$ cat config.mk
export PLATFORM = sky130hd
export DESIGN_NAME = http_reply_header_parser_flat
export DESIGN_NICKNAME = d
export VERILOG_FILES = /design/src/sv/hrhp_pkg.sv /design/src/sv/hrhp_in_if.sv /design/src/sv/hrhp_out_if.sv /design/src/sv/hrhp_parse.sv /design/src/sv/http_reply_header_parser.sv /design/src/flat_wrapper.sv
export SDC_FILE = /design/constraint.sdc
export NUM_CORES = 1
export LEC_CHECK = 0
export BUFFER_PORTS_ARGS = -buffer_cell sky130_fd_sc_hd__clkbuf_2
export CELL_PAD_IN_SITES_DETAIL_PLACEMENT = 0
export CELL_PAD_IN_SITES_GLOBAL_PLACEMENT = 1
export CORE_MARGIN = 4
export CORE_UTILIZATION = 45
export DETAILED_ROUTE_END_ITERATION = 8
export GPL_ROUTABILITY_DRIVEN = 0
export PLACE_DENSITY = 0.87
export SLEW_MARGIN = 10
export SYNTH_ARGS = -nofsm -noshare
export SYNTH_HDL_FRONTEND = slang
export SYNTH_SLANG_ARGS = --single-unit
$ cat constraint.sdc
create_clock -name clk -period 13.7 [get_ports clk]
set_input_delay 2.74 -clock clk [delete_from_list [all_inputs] [get_ports clk]]
set_output_delay 2.74 -clock clk [all_outputs]
set_load 0.05 [all_outputs]
$ cat src/sv/hrhp_pkg.sv
package hrhp_pkg;

  typedef struct packed {
    logic [7:0] rx_byte;
    logic       start_reply;
  } in_item_t;

  typedef struct packed {
    logic        body_valid;
    logic [7:0]  body_byte;
    logic        header_done;
    logic        reply_done;
    logic        reply_error;
    logic [9:0]  resp_status;
    logic [15:0] content_length;
  } out_item_t;

endpackage

$ cat src/sv/hrhp_in_if.sv
interface hrhp_in_if;
  import hrhp_pkg::*;

  logic     valid;
  logic     ready;
  in_item_t data;

  modport source (output valid, output data, input ready);
  modport sink (input valid, input data, output ready);
endinterface

$ cat src/sv/hrhp_out_if.sv
interface hrhp_out_if;
  import hrhp_pkg::*;

  logic      valid;
  logic      ready;
  out_item_t data;

  modport source (output valid, output data, input ready);
  modport sink (input valid, input data, output ready);
endinterface

$ cat src/sv/hrhp_parse.sv
module hrhp_parse #(
  parameter int MAX_REPLY_BYTES = 1024
) (
  input  logic                clk,
  input  logic                rst_n,
  input  logic                step_i,
  input  hrhp_pkg::in_item_t  item_i,
  output hrhp_pkg::out_item_t result_o
);
  import hrhp_pkg::*;

  localparam int CNT_W = $clog2(MAX_REPLY_BYTES + 1);
  localparam logic [CNT_W-1:0] MAX_CNT = CNT_W'(MAX_REPLY_BYTES);

  localparam logic [4:0]  STATUS_PFX_LEN = 5'd8;
  localparam logic [4:0]  LENGTH_PFX_LEN = 5'd15;
  localparam logic [4:0]  OFFSET_MAX     = 5'd31;
  localparam logic [9:0]  STATUS_MAX     = 10'd999;
  localparam logic [15:0] LENGTH_MAX     = 16'd65535;
  localparam logic [7:0]  CHR_LF         = 8'h0A;
  localparam logic [7:0]  CHR_PLUS       = 8'h2B;
  localparam logic [7:0]  CHR_H          = 8'h48;
  localparam logic [7:0]  CHR_C          = 8'h43;
  localparam logic [23:0] CRLFCR         = 24'h0D0A0D;

  localparam logic [7:0] STATUS_PFX [8] = '{"H", "T", "T", "P", "/", "1", ".", "1"};
  localparam logic [7:0] LENGTH_PFX [16] = '{"C", "o", "n", "t", "e", "n", "t", "-",
                                             "L", "e", "n", "g", "t", "h", ":", 8'h00};

  typedef enum logic [1:0] {
    PH_HEADER = 2'd0,
    PH_BODY   = 2'd1,
    PH_DONE   = 2'd2,
    PH_ERROR  = 2'd3
  } phase_t;

  typedef enum logic [1:0] {
    KIND_OTHER     = 2'd0,
    KIND_STATUS    = 2'd1,
    KIND_LENGTH    = 2'd2,
    KIND_UNDECIDED = 2'd3
  } kind_t;

  typedef enum logic [1:0] {
    NUM_START  = 2'd0,
    NUM_GAP    = 2'd1,
    NUM_DIGITS = 2'd2,
    NUM_END    = 2'd3
  } num_stage_t;

  function automatic logic is_space(input logic [7:0] c);
    return (c == 8'h20) || ((c >= 8'h09) && (c <= 8'h0D));
  endfunction

  function automatic logic is_digit(input logic [7:0] c);
    return (c >= 8'h30) && (c <= 8'h39);
  endfunction

  phase_t           phase_r, phase_nxt, phase_c;
  logic [4:0]       off_r, off_nxt, off_c;
  kind_t            kind_r, kind_nxt, kind_c;
  logic [23:0]      last_r, last_nxt, last_c;
  logic [15:0]      acc_r, acc_nxt, acc_c;
  num_stage_t       stage_r, stage_nxt, stage_c;
  logic [9:0]       status_r, status_nxt, status_c;
  logic [15:0]      len_r, len_nxt, len_c;
  logic [CNT_W-1:0] total_r, total_nxt, total_c;
  logic [15:0]      body_cnt_r, body_cnt_nxt, body_cnt_c;
  logic             seen_r, seen_nxt, seen_c;

  logic [7:0]  b;
  logic        start;
  logic        b_digit;
  logic        b_space;
  logic [15:0] dval;
  logic [19:0] mac;
  logic [15:0] status_acc;
  logic [15:0] length_acc;
  logic        body_valid;

  assign b       = item_i.rx_byte;
  assign start   = item_i.start_reply;
  assign b_digit = is_digit(b);
  assign b_space = is_space(b);
  assign dval    = {12'd0, b[3:0]};

  // clear before this byte when a new reply begins
  assign phase_c    = start ? PH_HEADER : phase_r;
  assign off_c      = start ? 5'd0 : off_r;
  assign kind_c     = start ? KIND_UNDECIDED : kind_r;
  assign last_c     = start ? 24'd0 : last_r;
  assign acc_c      = start ? 16'd0 : acc_r;
  assign stage_c    = start ? NUM_START : stage_r;
  assign status_c   = start ? 10'd0 : status_r;
  assign len_c      = start ? 16'd0 : len_r;
  assign total_c    = start ? '0 : total_r;
  assign body_cnt_c = start ? 16'd0 : body_cnt_r;
  assign seen_c     = start ? 1'b0 : seen_r;

  // acc * 10 + digit
  assign mac = ({4'd0, acc_c} << 3) + ({4'd0, acc_c} << 1) + {16'd0, b[3:0]};
  assign status_acc = (mac > {10'd0, STATUS_MAX}) ? {6'd0, STATUS_MAX} : mac[15:0];
  assign length_acc = (mac > {4'd0, LENGTH_MAX}) ? LENGTH_MAX : mac[15:0];

  always_comb begin
    phase_nxt    = phase_c;
    off_nxt      = off_c;
    kind_nxt     = kind_c;
    last_nxt     = last_c;
    acc_nxt      = acc_c;
    stage_nxt    = stage_c;
    status_nxt   = status_c;
    len_nxt      = len_c;
    total_nxt    = total_c;
    body_cnt_nxt = body_cnt_c;
    seen_nxt     = seen_c;
    body_valid   = 1'b0;

    unique case (phase_c)
      PH_HEADER: begin
        total_nxt = total_c + CNT_W'(1);
        if (b == CHR_LF) begin
          if (last_c == CRLFCR) begin
            seen_nxt  = 1'b1;
            phase_nxt = (len_c == 16'd0) ? PH_DONE : PH_BODY;
          end else begin
            if ((kind_c == KIND_STATUS) && (off_c >= STATUS_PFX_LEN)) begin
              if (stage_c == NUM_DIGITS) begin
                status_nxt = acc_c[9:0];
              end
            end else if ((kind_c == KIND_LENGTH) && (off_c >= LENGTH_PFX_LEN)) begin
              if (stage_c == NUM_DIGITS) begin
                len_nxt = acc_c;
              end else if (stage_c != NUM_END) begin
                len_nxt = 16'd0;
              end
            end
            off_nxt   = 5'd0;
            kind_nxt  = KIND_UNDECIDED;
            stage_nxt = NUM_START;
            acc_nxt   = 16'd0;
          end
        end else begin
          if (off_c == 5'd0) begin
            kind_nxt  = (b == CHR_H) ? KIND_STATUS : (b == CHR_C) ? KIND_LENGTH : KIND_OTHER;
            stage_nxt = NUM_START;
            acc_nxt   = 16'd0;
          end else if (kind_c == KIND_STATUS) begin
            if (off_c < STATUS_PFX_LEN) begin
              if (b != STATUS_PFX[off_c[2:0]]) begin
                kind_nxt = KIND_OTHER;
              end
            end else begin
              unique case (stage_c)
                NUM_START: begin
                  if (b_space) begin
                    stage_nxt = NUM_GAP;
                  end
                end
                NUM_GAP: begin
                  if (b_digit) begin
                    acc_nxt   = dval;
                    stage_nxt = NUM_DIGITS;
                  end else if (!b_space) begin
                    stage_nxt = NUM_END;
                  end
                end
                NUM_DIGITS: begin
                  if (b_digit) begin
                    acc_nxt = status_acc;
                  end else begin
                    status_nxt = acc_c[9:0];
                    stage_nxt  = NUM_END;
                  end
                end
                NUM_END: begin
                end
              endcase
            end
          end else if (kind_c == KIND_LENGTH) begin
            if (off_c < LENGTH_PFX_LEN) begin
              if (b != LENGTH_PFX[off_c[3:0]]) begin
                kind_nxt = KIND_OTHER;
              end
            end else if (off_c > LENGTH_PFX_LEN) begin
              unique case (stage_c)
                NUM_START: begin
                  if (b_digit) begin
                    acc_nxt   = dval;
                    stage_nxt = NUM_DIGITS;
                  end else if (b == CHR_PLUS) begin
                    stage_nxt = NUM_GAP;
                  end else if (!b_space) begin
                    len_nxt   = 16'd0;
                    stage_nxt = NUM_END;
                  end
                end
                NUM_GAP: begin
                  if (b_digit) begin
                    acc_nxt   = dval;
                    stage_nxt = NUM_DIGITS;
                  end else begin
                    len_nxt   = 16'd0;
                    stage_nxt = NUM_END;
                  end
                end
                NUM_DIGITS: begin
                  if (b_digit) begin
                    acc_nxt = length_acc;
                  end else begin
                    len_nxt   = acc_c;
                    stage_nxt = NUM_END;
                  end
                end
                NUM_END: begin
                end
              endcase
            end
          end
          if (off_c != OFFSET_MAX) begin
            off_nxt = off_c + 5'd1;
          end
        end
        last_nxt = {last_c[15:0], b};
        if ((phase_nxt != PH_DONE) && (total_nxt >= MAX_CNT)) begin
          phase_nxt = PH_ERROR;
        end
      end
      PH_BODY: begin
        total_nxt    = total_c + CNT_W'(1);
        body_valid   = 1'b1;
        body_cnt_nxt = body_cnt_c + 16'd1;
        if (body_cnt_nxt >= len_c) begin
          phase_nxt = PH_DONE;
        end else if (total_nxt >= MAX_CNT) begin
          phase_nxt = PH_ERROR;
        end
      end
      PH_DONE, PH_ERROR: begin
      end
    endcase
  end

  always_comb begin
    result_o.body_valid     = body_valid;
    result_o.body_byte      = body_valid ? b : 8'd0;
    result_o.header_done    = seen_nxt;
    result_o.reply_done     = (phase_nxt == PH_DONE);
    result_o.reply_error    = (phase_nxt == PH_ERROR);
    result_o.resp_status    = status_nxt;
    result_o.content_length = len_nxt;
  end

  always_ff @(posedge clk) begin
    if (!rst_n) begin
      phase_r    <= PH_HEADER;
      off_r      <= 5'd0;
      kind_r     <= KIND_UNDECIDED;
      last_r     <= 24'd0;
      acc_r      <= 16'd0;
      stage_r    <= NUM_START;
      status_r   <= 10'd0;
      len_r      <= 16'd0;
      total_r    <= '0;
      body_cnt_r <= 16'd0;
      seen_r     <= 1'b0;
    end else if (step_i) begin
      phase_r    <= phase_nxt;
      off_r      <= off_nxt;
      kind_r     <= kind_nxt;
      last_r     <= last_nxt;
      acc_r      <= acc_nxt;
      stage_r    <= stage_nxt;
      status_r   <= status_nxt;
      len_r      <= len_nxt;
      total_r    <= total_nxt;
      body_cnt_r <= body_cnt_nxt;
      seen_r     <= seen_nxt;
    end
  end

`ifndef SYNTH
  a_body_below_len: assert property (@(posedge clk) disable iff (!rst_n)
    (phase_r == PH_BODY) |-> (body_cnt_r < len_r))
    else $error("body count reached declared length while still in body");

  a_total_bounded: assert property (@(posedge clk) disable iff (!rst_n)
    total_r <= MAX_CNT)
    else $error("byte count ran past the limit");

  a_end_holds: assert property (@(posedge clk) disable iff (!rst_n)
    (step_i && !start && ((phase_r == PH_DONE) || (phase_r == PH_ERROR)))
      |=> (phase_r == $past(phase_r)))
    else $error("finished reply left its end phase without a restart");

  a_body_after_header: assert property (@(posedge clk) disable iff (!rst_n)
    (step_i && result_o.body_valid) |-> result_o.header_done)
    else $error("body item before end of header");

  a_done_xor_error: assert property (@(posedge clk) disable iff (!rst_n)
    step_i |-> !(result_o.reply_done && result_o.reply_error))
    else $error("done and error raised together");
`endif

endmodule

$ cat src/sv/http_reply_header_parser.sv
// Parses a received HTTP reply one byte per item and returns one result item per input
// item: the body byte when it belongs to the declared body, the header and completion
// flags, the status code and the declared content length. A new byte is accepted on every
// clock while the input register is empty or its item can move on; each item passes
// through the input register, then the result register, and the whole parser state is
// updated when the item moves from the first into the second. A stalled result holds the
// input register, and the input stalls only when both registers are full.
// Setting start_reply on a byte clears the parser before that byte is used. Once the reply
// is done or has hit MAX_REPLY_BYTES, further bytes still yield results, with all flags
// and values held.
module http_reply_header_parser #(
  parameter int MAX_REPLY_BYTES = 1024
) (
  input  logic              clk,
  input  logic              rst_n,
  hrhp_in_if.sink           in_chan,
  hrhp_out_if.source        out_chan
);
  import hrhp_pkg::*;

  logic      s1_valid_r, s1_valid_nxt;
  in_item_t  s1_data_r;
  logic      out_valid_r, out_valid_nxt;
  out_item_t out_data_r;
  out_item_t result;
  logic      out_free;
  logic      step;
  logic      in_acc;

  assign out_free      = !out_valid_r || out_chan.ready;
  assign step          = s1_valid_r && out_free;
  assign in_chan.ready = !s1_valid_r || out_free;
  assign in_acc        = in_chan.valid && in_chan.ready;

  assign s1_valid_nxt  = in_acc ? 1'b1 : (step ? 1'b0 : s1_valid_r);
  assign out_valid_nxt = step ? 1'b1 : (out_chan.ready ? 1'b0 : out_valid_r);

  hrhp_parse #(
    .MAX_REPLY_BYTES (MAX_REPLY_BYTES)
  ) u_parse (
    .clk      (clk),
    .rst_n    (rst_n),
    .step_i   (step),
    .item_i   (s1_data_r),
    .result_o (result)
  );

  always_ff @(posedge clk) begin
    if (!rst_n) begin
      s1_valid_r  <= 1'b0;
      out_valid_r <= 1'b0;
    end else begin
      s1_valid_r  <= s1_valid_nxt;
      out_valid_r <= out_valid_nxt;
    end
  end

  always_ff @(posedge clk) begin
    if (in_acc) begin
      s1_data_r <= in_chan.data;
    end
    if (step) begin
      out_data_r <= result;
    end
  end

  assign out_chan.valid = out_valid_r;
  assign out_chan.data  = out_data_r;

`ifndef SYNTH
  a_step_lands: assert property (@(posedge clk) disable iff (!rst_n)
    step |=> out_valid_r)
    else $error("processed item did not reach the result register");

  a_no_overwrite: assert property (@(posedge clk) disable iff (!rst_n)
    (out_valid_r && !out_chan.ready) |-> !step)
    else $error("result overwritten while stalled");

  a_no_input_drop: assert property (@(posedge clk) disable iff (!rst_n)
    (s1_valid_r && !step) |-> !in_acc)
    else $error("input register overwritten before use");
`endif

endmodule
$ cat src/flat_wrapper.sv
// flat-port wrapper written by rule: the top's interface ports become plain ports
module http_reply_header_parser_flat import hrhp_pkg::*;
#(
  parameter int MAX_REPLY_BYTES = 1024
)
  (clk, rst_n, in_chan_valid, in_chan_data, in_chan_ready, out_chan_valid, out_chan_data, out_chan_ready);
  hrhp_in_if in_chan_i ();
  hrhp_out_if out_chan_i ();
  input  logic clk;
  input  logic rst_n;
  input wire logic [$bits(in_chan_i.valid)-1:0] in_chan_valid;
  input wire logic [$bits(in_chan_i.data)-1:0] in_chan_data;
  output wire logic [$bits(in_chan_i.ready)-1:0] in_chan_ready;
  output wire logic [$bits(out_chan_i.valid)-1:0] out_chan_valid;
  output wire logic [$bits(out_chan_i.data)-1:0] out_chan_data;
  input wire logic [$bits(out_chan_i.ready)-1:0] out_chan_ready;
  assign in_chan_i.valid = in_chan_valid;
  assign in_chan_i.data = in_chan_data;
  assign in_chan_ready = in_chan_i.ready;
  assign out_chan_valid = out_chan_i.valid;
  assign out_chan_data = out_chan_i.data;
  assign out_chan_i.ready = out_chan_ready;
  http_reply_header_parser #(.MAX_REPLY_BYTES(MAX_REPLY_BYTES)) u_core (.clk(clk), .rst_n(rst_n), .in_chan(in_chan_i), .out_chan(out_chan_i));
endmodule
==> flow_summary.toml, run 1 <==
[global_route]
grt_max_degree = 80
grt_overflow = 0
antenna_found_initial = 0
track_usage = 0.230
grt_pass1_wl_mm = 46.6
grt_pass1_vias = 8910

[finish]
fillers = 2145
multiInputGateArea_um2 = 6090
fin_util = 0.505
layout-drive-gt1-share = 0.0908
antenna_cells = 0
area_growth_pct = 9.52
seqCellArea_um2 = 3550
stdcell_area_um2 = 11100
fin_nets = 1350

[place]
io_buffers = 52
hpwl_mm = 19.4
place_ws_ns = 7.60
place_area_um2 = 10500

[floorplan]
die_w_um = 158
rows = 54
io_pins = 53
core-area_um2 = 22000
die_y_um = 158
start_util = 0.461
dieArea_um2 = 25000

[setup_path]
critical_path.max_fanout = 4
crit_path_end_kind = "output port"
worstPathArrival_ns = 3.36
cp.required_ns = 10.96
cp-start-kind = "input port"
worstSetupPathType = "in -> out"

[clock_network]
post_cts_buffers = 0
cts_tree = "yes"
cts_buffer_depth = 2
cts_resized = 0
clock_sinks = 154
clk_pin_slew_ns = 0.07
cts_inserted_buffers = 17
clock_tree.root_cell = "clkbuf_16"
ctsHoldBuffers = 0
clock_latency_ns = 0.44
cts_max_level = 4

[sta]
fin_setup_tns_ns = 0
slew_violations = 0
relSlewSlack = 0.267
post-route-min-period_ns = 6.10
grt_setup_unrepaired = "false"
fmax_mhz = 164
setup_viol = 0
finalHoldViolations = 0
skew_ns = 0.0118
period_share = 0.445
finalWorstSetupSlack_ns = 7.60
worstMarginPinSlew_ns = 1.10

[synthesis]
synth_cell_type_count = 79
yosys-top-cells-area = "dfxtp_1, edfxtp_1, ha_1"
synth_area_um2 = 10100
synth_top_area_share = 0.211
async_flop_share = 0
syn_inst = 1279
yosys.area.top_type = "dfxtp_1"
yosys_warnings = 0
postSynthAreaPerCell_um2 = 7.92
synth_flop_cell = "dfxtp_1"
synthTopCellsByCount = "nand2_1, a21oi_1, o21ai_0"
yosysMostFrequentCell = "nand2_1"
ys_seq_area_frac = 0.351
synth_edf_count = 47
ys_seq_elements = 154
synth.net_count = 1354

[power_and_ir_drop]
leakage_nw = 4.36
power.internal_mw = 0.757
peakVddDrop_mv = 0.0711
p_comb_frac = 0.105
p_switching_mw = 0.324
switching_share = 0.300
power_density_nw_per_um2 = 97.4
clock_power_share = 0.439
sequentialPowerShare = 0.457

[detailed_routing]
via_count = 9671
drt-initial-drc-count = 987
drt-wirelength-per-cell_um = 18.3
first_pass_iters = 6
drtAntennaViolNets = 0
vias_per_cell = 6.17
drc = 0
wl_mm = 28.7

[job]
max_cap_viol_count = 0

[min_path]
hold_path.class = "reg -> reg"

[status]
status = "complete, no violations"
==> layout by cell type, fill, tap and decap left out, types with 14 or more instances in the layout <==
cell         n
nor2b_1     24
a31oi_1     17
o22ai_1     15
clkbuf_2    52
xnor2_1     18
clkbuf_16   17
ha_1        61
nand2_1    153
nor2_1     115
mux2i_1     14
inv_1       36
nor3_1      18
a21oi_1    138
dfxtp_1    107
nand3_1     45
and3_1      30
xor2_1      17
edfxtp_1    47
o21ai_0    127
==> power by group through the flow <==
stage / logic [mW] / registers [mW] / clock network, mW
after floorplan: 0.0665 / 0.517 / 0
after global placement: 0.111 / 0.503 / 0
after detailed placement: 0.112 / 0.503 / 0
after CTS: 0.112 / 0.493 / 0.481
after global routing: 0.123 / 0.495 / 0.499
final: 0.113 / 0.493 / 0.474
==> kinds of logic (layout without fill, tap and decap cells) <==
group	after synthesis	after routing	synth area share
AND/OR/NAND/NOR	469	469	0.224
multiplexers	14	14	0.0138
adder cells (fa/ha/maj)	62	62	0.0773
AO/OA/AOI/OAI	418	418	0.255
buffers and inverters	127	136	0.0485
flip-flops	154	154	0.351
XOR/XNOR	35	35	0.0303
==> final timing paths <==
check,startpoint,end,slack [ns],depth (start not counted)
setup / recovery,out_chan_ready,in_chan_ready,7.60,4
hold / removal,u_core.u_parse.last_r[0]$_SDFFE_PN0P_,u_core.u_parse.last_r[0]$_SDFFE_PN0P_,0.46,2
setup reg to reg,u_core.s1_data_r[0]$_DFFE_PP_,u_core.u_parse.acc_r[12]$_SDFFE_PN0P_,8.15,16
hold reg to reg,u_core.u_parse.last_r[0]$_SDFFE_PN0P_,u_core.u_parse.last_r[0]$_SDFFE_PN0P_,0.46,2
==> registers in the layout, summed over array words and instances, names as in the netlist, 5 cells and up <==
name,flops
u_core.u_parse.status_r,10
u_core.u_parse.body_cnt_r,16
u_core.s1_data_r,9
u_core.out_chan.data,38
u_core.u_parse.len_r,16
u_core.u_parse.acc_r,16
u_core.u_parse.last_r,24
u_core.u_parse.off_r,5
u_core.u_parse.total_r,11
==> worst max-delay path: stages <==
cell and delay, ns:
clkbuf_2 0.08, nor2b_1 0.21, nand2_1 0.10, clkbuf_2 0.24
==> routing by layer <==
metal	track usage	up-vias	share of wire
li1	-	4680	-
met1	0.323	4617	0.47
met5	0	-	0
met2	0.368	331	0.46
met4	0.0613	0	0.017
met3	0.0364	43	0.058
==> metrics by stage <==
step           power (mW)  hold slack (ns)  instances
5_1_grt              1.12            0.474       1568
2_1_floorplan       0.583            0.427       1279
3_5_place_dp        0.615            0.444       1536
4_1_cts              1.09            0.456       1568
6_report             1.08            0.458       1568
3_3_place_gp        0.614            0.435       1536
==> layout make-up <==
cell class	count	area share
Clock buffer	17	0.0383
Multi-Input combinational cell	998	0.549
Inverter	40	0.0135
Clock inverter	15	0.0154
Sequential cell	154	0.320
Timing Repair Buffer	64	0.0316
Tap cell	280	0.0316
Power figures use the tool's default switching activity.
==> run 2, diff against run 1 <==
- CORE_UTILIZATION: 45 -> 42
- PLACE_DENSITY: 0.87 -> 0.86
- clock period: 13.7 -> 5.4 ns (I/O delays scaled with it)
==> run 2 against run 1 <==
Critical path depth up 14; utilization down 3.0 points; sequential share of layout area down 0.36 points; clock skew up 0.0052 ns; flip-flop and latch count unchanged; combinational power rose to 2.6 times the previous value; global-route usage down 1.2 points; via count down 0.10%; register-to-register slack worse by 7.1 ns; critical path type is now reg -> reg; largest cell class unchanged.
==> flow_summary.toml, run 2 (synthesis results as in run 1) <==
[finish]
fillers = 2366
largest_reg_flops = 38
layout-drive-gt1-share = 0.0958
antenna_cells = 0
layout.cells.non_filler = 1614
fin_util = 0.475
fin_nets = 1357
area_growth_pct = 10.8
final_cell_mix = "nand2_1, a21oi_1, o21ai_0"
final_common_cell = "nand2_1"

[power_and_ir_drop]
peakVddDrop_mv = 0.182
leakage_nw = 4.39
power_density_nw_per_um2 = 249

[clock_network]
post_cts_buffers = 0
clk_pin_slew_ns = 0.06
ctsHoldBuffers = 0
cts_buffer_depth = 2
clock_latency_ns = 0.45
cts_resized = 0
cts_max_level = 4
cts_tree = "yes"
cts_inserted_buffers = 17
clock_sinks = 154
clock_tree.root_cell = "clkbuf_16"

[place]
place_ws_ns = 1.11
hpwl_mm = 20.3
post-place-cells = 1582
io_buffers = 52

[setup_path]
cp-start-kind = "flop"
worst_path_most_repeated_cell = "nor2_1"
worstPathCellList = "buf_12, nor2b_1, ha_1, nand4b_1, nor2_1, nand3_1, nor2_1, nand3_1, xor2_1, nor2_1, ha_1, a21o_1, a211oi_1, o21ai_0, a21oi_1, a21oi_1, nor3_1, nor2_1"
crit_path_end_kind = "flop"
worst_path_max_delay_cell = "edfxtp_1"
rr_startpoint = "u_core.s1_data_r[0]$_DFFE_PP_"
worstPathArrival_ns = 4.52
worstSetupPathType = "reg -> reg"
critical_path.max_fanout = 95
critPathBufInv = 1
cp.required_ns = 5.58
crit_start = "u_core.s1_data_r[0]$_DFFE_PP_"
critPathMaxStageDelay_ns = 0.44
crit_family = "simple AND/OR/NAND/NOR gates"

[min_path]
min_from = "u_core.u_parse.last_r[0]$_SDFFE_PN0P_"
hold_path.class = "reg -> reg"

[sta]
finalHoldViolations = 0
slew_violations = 0
worstMarginPinSlew_ns = 1.06
period_share = 0.805
fin_setup_tns_ns = 0
post-route-min-period_ns = 4.35
skew_ns = 0.0170
whs_ns = 0.452
fmax_mhz = 230
setup_viol = 0
finalWorstSetupSlack_ns = 1.05
grt_setup_unrepaired = "false"
relSlewSlack = 0.288

[detailed_routing]
wl_mm = 29.1
first_pass_iters = 7
drt-wirelength-per-cell_um = 18.0
drt-initial-drc-count = 960
via_count = 9661
drtAntennaViolNets = 0
drc = 0
vias_per_cell = 5.99

[floorplan]
core-area_um2 = 23600
start_util = 0.429
dieArea_um2 = 26700
rows = 56
die_y_um = 163
io_pins = 53
die_w_um = 163

[global_route]
grt_overflow = 0
antenna_found_initial = 0
grt_max_degree = 96
grt_pass1_wl_mm = 47.2
track_usage = 0.218
grt_pass1_vias = 8883

[job]
max_cap_viol_count = 0

[status]
status = "complete, no violations"
==> run 2: final timing paths <==
check	to	slack [ns]	depth (start not counted)
worst max register to register	u_core.out_chan.data[26]$_DFFE_PP_	1.05	18
worst min-delay path	u_core.u_parse.last_r[0]$_SDFFE_PN0P_	0.45	2
worst min register to register	u_core.u_parse.last_r[0]$_SDFFE_PN0P_	0.45	2
worst max-delay path	u_core.out_chan.data[26]$_DFFE_PP_	1.05	18
==> run 2: cell type report <==
cell class,count,area [µm²],share of cell area
inverter,40,150,0.0134
sequential,154,3550,0.317
clock inverter,15,184,0.0164
tap,319,399,0.0356
multi-input combinational,998,6090,0.543
timing repair buffer,71,415,0.0370
clock buffer,17,425,0.0379
==> run 2: per-stage QoR <==
stage / total power [mW] / area, µm²
CTS: 2.80 / 11200
detailed placement: 1.56 / 10600
finish: 2.79 / 11200
floorplan: 1.48 / 10100
global route: 2.88 / 11200
global placement: 1.56 / 10600
==> run 2: per-layer routing <==
layer	global-route usage	wire length, µm
met1	0.314	13600
met5	0	0
met2	0.337	12900
met4	0.0679	576
met3	0.0320	1970
==> run 2: worst register-to-register path: stages, from the launching register on <==
cell and delay (ns):
edfxtp_1 0.44, buf_12 0.27, nor2b_1 0.25, ha_1 0.29, nand4b_1 0.19, nor2_1 0.31
nand3_1 0.22, nor2_1 0.27, nand3_1 0.13, xor2_1 0.15, nor2_1 0.14, ha_1 0.26
a21o_1 0.16, a211oi_1 0.22, o21ai_0 0.12, a21oi_1 0.22, a21oi_1 0.07, nor3_1 0.30
nor2_1 0.09
==> run 2: power by group <==
group          leakage [nW]  switching, mW  total (mW)  internal, mW
clock                 0.286          0.547        1.25         0.700
combinational          2.81          0.220       0.294        0.0748
sequential             1.30         0.0261        1.25          1.22
